==> src/frb_pkg.sv <==
package frb_pkg;

   // store depth and frame slots
   localparam int MAX_PAYLOAD = 4096;
   localparam int MAX_FRAMES  = 64;

   // input operation codes
   localparam logic [1:0] OP_FRAME = 2'd0;
   localparam logic [1:0] OP_READ  = 2'd1;
   localparam logic [1:0] OP_NEW   = 2'd2;

   // result kinds
   localparam logic KIND_STATUS = 1'b0;
   localparam logic KIND_READ   = 1'b1;

   // frame status codes
   localparam logic [1:0] ST_ACCEPTED  = 2'd0;
   localparam logic [1:0] ST_BAD_ID    = 2'd1;
   localparam logic [1:0] ST_DUPLICATE = 2'd2;

   // register indexes
   localparam logic REG_PAYLOAD_BYTES = 1'b0;
   localparam logic REG_FRAME_BYTES   = 1'b1;

   // register reset values and widths
   localparam int          CFG_W         = 13;
   localparam logic [12:0] PAYLOAD_RESET = 13'd4096;
   localparam logic [12:0] FRAME_RESET   = 13'd256;

   // commands from the controller to the datapath
   typedef struct packed {
      logic div_start;
      logic layout_load;
      logic item_take;
   } ctrl_cmd_type;

   // status from the datapath to the controller
   typedef struct packed {
      logic div_done;
      logic item_result;
   } dp_status_type;

endpackage

==> src/frb_ctrl.sv <==
module frb_ctrl import frb_pkg::*; (
   input  logic          clock,
   input  logic          reset,
   input  logic          cfg_wr,
   input  logic          req_valid,
   input  logic          rsp_stall,
   input  dp_status_type status,
   output ctrl_cmd_type  cmd,
   output logic          req_stall,
   output logic          rsp_valid
);

   typedef enum logic [2:0] {
      S_START  = 3'b001,
      S_DIVIDE = 3'b010,
      S_RUN    = 3'b100
   } ctrl_state_type;

   ctrl_state_type state_ff, state_in;
   logic           rsp_valid_ff, rsp_valid_in;

   // sequencing: layout divide after reset or a register write, then run
   always_comb begin
      state_in        = state_ff;
      cmd.div_start   = 1'b0;
      cmd.layout_load = 1'b0;
      cmd.item_take   = req_valid && !req_stall;
      case (state_ff)
         S_START: begin
            cmd.div_start = 1'b1;
            state_in      = S_DIVIDE;
         end
         S_DIVIDE: begin
            if (status.div_done) begin
               cmd.layout_load = 1'b1;
               state_in        = S_RUN;
            end
         end
         S_RUN: begin
            state_in = S_RUN;
         end
         default: begin
            state_in = S_START;
         end
      endcase
      if (cfg_wr) begin
         state_in = S_START;
      end
   end

   // input beat taken when running and the result slot is free
   assign req_stall = (state_ff != S_RUN) || (rsp_valid_ff && rsp_stall);

   // result slot
   always_comb begin
      if (cmd.item_take && status.item_result) begin
         rsp_valid_in = 1'b1;
      end else begin
         rsp_valid_in = rsp_valid_ff && rsp_stall;
      end
   end

   always_ff @(posedge clock) begin
      if (reset) begin
         state_ff     <= S_START;
         rsp_valid_ff <= 1'b0;
      end else begin
         state_ff     <= state_in;
         rsp_valid_ff <= rsp_valid_in;
      end
   end

   assign rsp_valid = rsp_valid_ff;

   // no input beat while the layout is being worked out
   a_stall_outside_run: assert property (@(posedge clock) disable iff (reset)
      (state_ff != S_RUN) |-> req_stall)
      else $error("input open before layout is ready");

   // a finished divide brings the block into run
   a_divide_to_run: assert property (@(posedge clock) disable iff (reset)
      ((state_ff == S_DIVIDE) && status.div_done && !cfg_wr) |=> (state_ff == S_RUN))
      else $error("divide done but block not running");

   // a register write restarts the layout
   a_cfg_restart: assert property (@(posedge clock) disable iff (reset)
      cfg_wr |=> (state_ff == S_START))
      else $error("register write did not restart layout");

endmodule

==> config.mk <==
export PLATFORM = sky130hd
export DESIGN_NAME = frb_ctrl
export DESIGN_NICKNAME = d
export VERILOG_FILES = /design/src/frb_pkg.sv /design/src/frb_ctrl.sv
export SDC_FILE = /design/constraint.sdc
export NUM_CORES = 1
export LEC_CHECK = 0
export ABC_AREA = 0
export BUFFER_PORTS_ARGS = -buffer_cell sky130_fd_sc_hd__buf_2
export CAP_MARGIN = 30
export CORE_AREA = 2 2 39 41
export DETAILED_ROUTE_END_ITERATION = 16
export DIE_AREA = 0 0 41 43
export SLEW_MARGIN = 20
export SYNTH_ARGS = -nofsm -noshare
export SYNTH_HDL_FRONTEND = slang
export SYNTH_SLANG_ARGS = --single-unit
==> constraint.sdc <==
create_clock -name clock -period 1.15 [get_ports clock]
set_input_delay 0.1725 -clock clock [delete_from_list [all_inputs] [get_ports clock]]
set_output_delay 0.1725 -clock clock [all_outputs]
set_load 0.03 [all_outputs]
==> impl_metrics.py <==
metrics = {
    "global_route": {
        "grt_use_total_pct": 9.529,
        "grt_max_degree": 8,
        "antenna_found_initial": 0,
        "grt_pass1_vias": 246,
        "grt_pass1_wl_um": 979,
        "grt-ovfl-total": 0,
    },
    "cts": {
        "cts_made_buffers": 3,
        "path_clk_slew_ns": 0.04,
        "clock_sinks": 4,
        "cts_tree": "yes",
        "cts_max_path_buffers": 2,
        "insertion_delay_ns": 0.24,
        "root_buffer": "clkbuf_4",
        "cts_max_level": 1,
        "holdBufCountCts": 0,
    },
    "setup_path": {
        "cp_data_arrival_time_ns": 1.15,
        "critPathKind": "reg -> out",
        "rrSetupSlack_ns": -0.10,
        "cp-start-kind": "register",
        "cp-end-kind": "output pin",
        "critPathRequiredTime_ns": 0.98,
        "cp_max_fo": 4,
    },
    "final_layout": {
        "post-route-util_pct": 34.18,
        "fin_area_um2": 473.0,
        "area_growth_pct": 125.0,
        "layout.nets": 52,
        "layout-drive-gt1-share_pct": 68.18,
        "final_cell_count_no_fill": 60,
        "multi_input_area_um2": 195.2,
        "antenna_cells": 0,
        "regArea_um2": 87.58,
        "fillers": 147,
    },
    "power": {
        "comb_power_share_pct": 22.5,
        "p_seq_share_pct": 33.8,
        "vdd_drop_max_mv": 0.3878,
        "p_leak_nw": 0.1822,
        "netSwitchingFraction_pct": 26.44,
        "p_clk_share_pct": 43.7,
        "switchingPower_mw": 0.1180,
        "p_per_area_nw_per_um2": 943.8,
        "internal_power_mw": 0.3284,
    },
    "detailed_routing": {
        "drc_errors": 0,
        "first_iter_violations": 2,
        "ant_nets": 0,
        "totalWireLength_um": 695,
        "wl_per_cell_um": 11.58,
        "via_per_inst": 4.233,
        "dr.pass1.iters": 4,
        "vias": 254,
    },
    "floorplanning": {
        "coreArea_um2": 1384,
        "dieArea_um2": 1763,
        "ios": 12,
        "start_util_pct": 15.19,
        "rows": 14,
        "die_x_um": 41,
        "die_y_um": 43,
    },
    "placed_design": {
        "portBuffers": 11,
        "dp.cells": 52,
        "routabilityCongestion": 0.7420,
        "dp_slack_ns": 0.001236,
        "dpl-instance-area_um2": 337.8,
    },
    "synth": {
        "synth_area_leaders": "dfxtp_1, a2111oi_2, nand2b_1",
        "synthTopCellsByCount": "dfxtp_1, nand2_1, nand2b_1, nor2_1",
        "synth-edff-count": 0,
        "async_flop_share_pct": 0,
        "synth_most_common_cell": "dfxtp_1",
        "avgSynthCellArea_um2": 9.555,
        "synthDistinctLibCells": 16,
        "synth_top_area_share_pct": 38.10,
        "synth.ff_latch_count": 4,
        "syn_nets": 29,
        "synth_warnings": 0,
        "synth_top_cell_by_area": "dfxtp_1",
        "synth_area_um2": 210.2,
        "synth-seq-area-share_pct": 38.10,
        "syn_inst": 22,
        "synthFlopType": "dfxtp_1",
    },
    "timing": {
        "fin_skew_ns": 0.006871,
        "worst_pin_slew_ns": 0.2349,
        "setup_viol": 5,
        "max_slew_margin_pct": 84.31,
        "rsz0062_at_grt": "true",
        "hold_viol": 0,
        "finalWorstSetupSlack_ns": -0.1716,
        "setup_tns_ns": -0.6350,
        "max_freq_ghz": 0.7566,
        "finalCritPeriodShare_pct": 114.9,
        "period_minus_slack_ns": 1.322,
        "maxSlewViolCount": 0,
    },
    "outcome": {
        "status": "complete, but fails checks",
        "violations": "negative setup slack",
    },
    "flow_run": {
        "drv_cap": 0,
    },
    "worst_hold_path": {
        "hold_path.class": "in -> reg",
    },
}
==> through the flow <==
| stage | total power [mW] | hold WS [ns] |
|---|---|---|
| after global routing | 0.4743 | 0.1798 |
| after global placement | 0.2157 | 0.3845 |
| after CTS | 0.4414 | 0.1324 |
| final | 0.4464 | 0.1793 |
| after floorplan | 0.1862 | 0.2321 |
| after detailed placement | 0.2165 | 0.3898 |
==> cell usage in the layout (no fill, tap or decap) <==
master     synthesis  routed
buf_6              0       7
nand2_1            2       2
nor3b_4            0       1
a2111oi_4          0       1
nor2_4             0       1
or3b_1             1       1
buf_4              0       4
buf_2              0       7
nor4bb_4           0       1
nor2_1             2       1
nand2b_4           0       1
and3b_1            1       1
dfxtp_4            0       2
o2bb2ai_1          1       1
nand3b_1           1       1
o211ai_1           1       1
o21ai_0            1       1
a2111oi_2          1       1
dfxtp_1            4       2
xor2_1             1       1
nand2b_1           2       1
and3_4             0       1
clkbuf_4           0       3
clkbuf_1           0       1
==> critical path, stage by stage (launching register included) <==
cell	delay (ns)
dfxtp_4	0.35
nor3b_4	0.22
and3_4	0.21
buf_6	0.12
==> cell type report <==
class,instances,area share [%]
Clock buffer,4,5.556
Multi-Input combinational cell,18,41.27
Sequential cell,4,18.52
Tap cell,16,4.233
Timing Repair Buffer,18,30.42
==> repair_timing <==
item                                    CTS  global route
pin swaps                                 4             1
endpoints found under the setup margin    5             6
buffers inserted                          4             0
gates resized for setup                  12             7
==> power by group through the flow <==
stage	Sequential (mW)	Clock [mW]	Combinational (mW)
floorplan	0.156	0	0.0304
global placement	0.152	0	0.0641
detailed placement	0.152	0	0.0646
CTS	0.151	0.204	0.0865
global route	0.151	0.217	0.106
finish	0.151	0.195	0.100
==> state kept, by name, indices dropped and copies added (netlist names) <==
signal,cells
rsp_valid,1
state_ff,3
==> layer usage <==
metal,track usage [%],share of wire [%],vias up
li1,-,-,129
met1,9.936,45,117
met2,11.56,52,8
met3,4.712,2.9,0
met4,12.00,0,0
met5,0,0,-
==> final timing paths <==
check / start / to / cells after the start
max: state_ff[1] / cmd[0] / 3
min: cfg_wr / state_ff[1] / 2
max reg2reg: state_ff[0] / state_ff[1] / 3
min reg2reg: rsp_valid / rsp_valid / 2
==> cells by family after synthesis <==
group,after synthesis,synth area share (%)
simple gates,12,36.32
compound gates,5,21.43
flops,4,38.10
xor+xnor,1,4.167
Note: power is estimated with default switching activity, not from simulation.
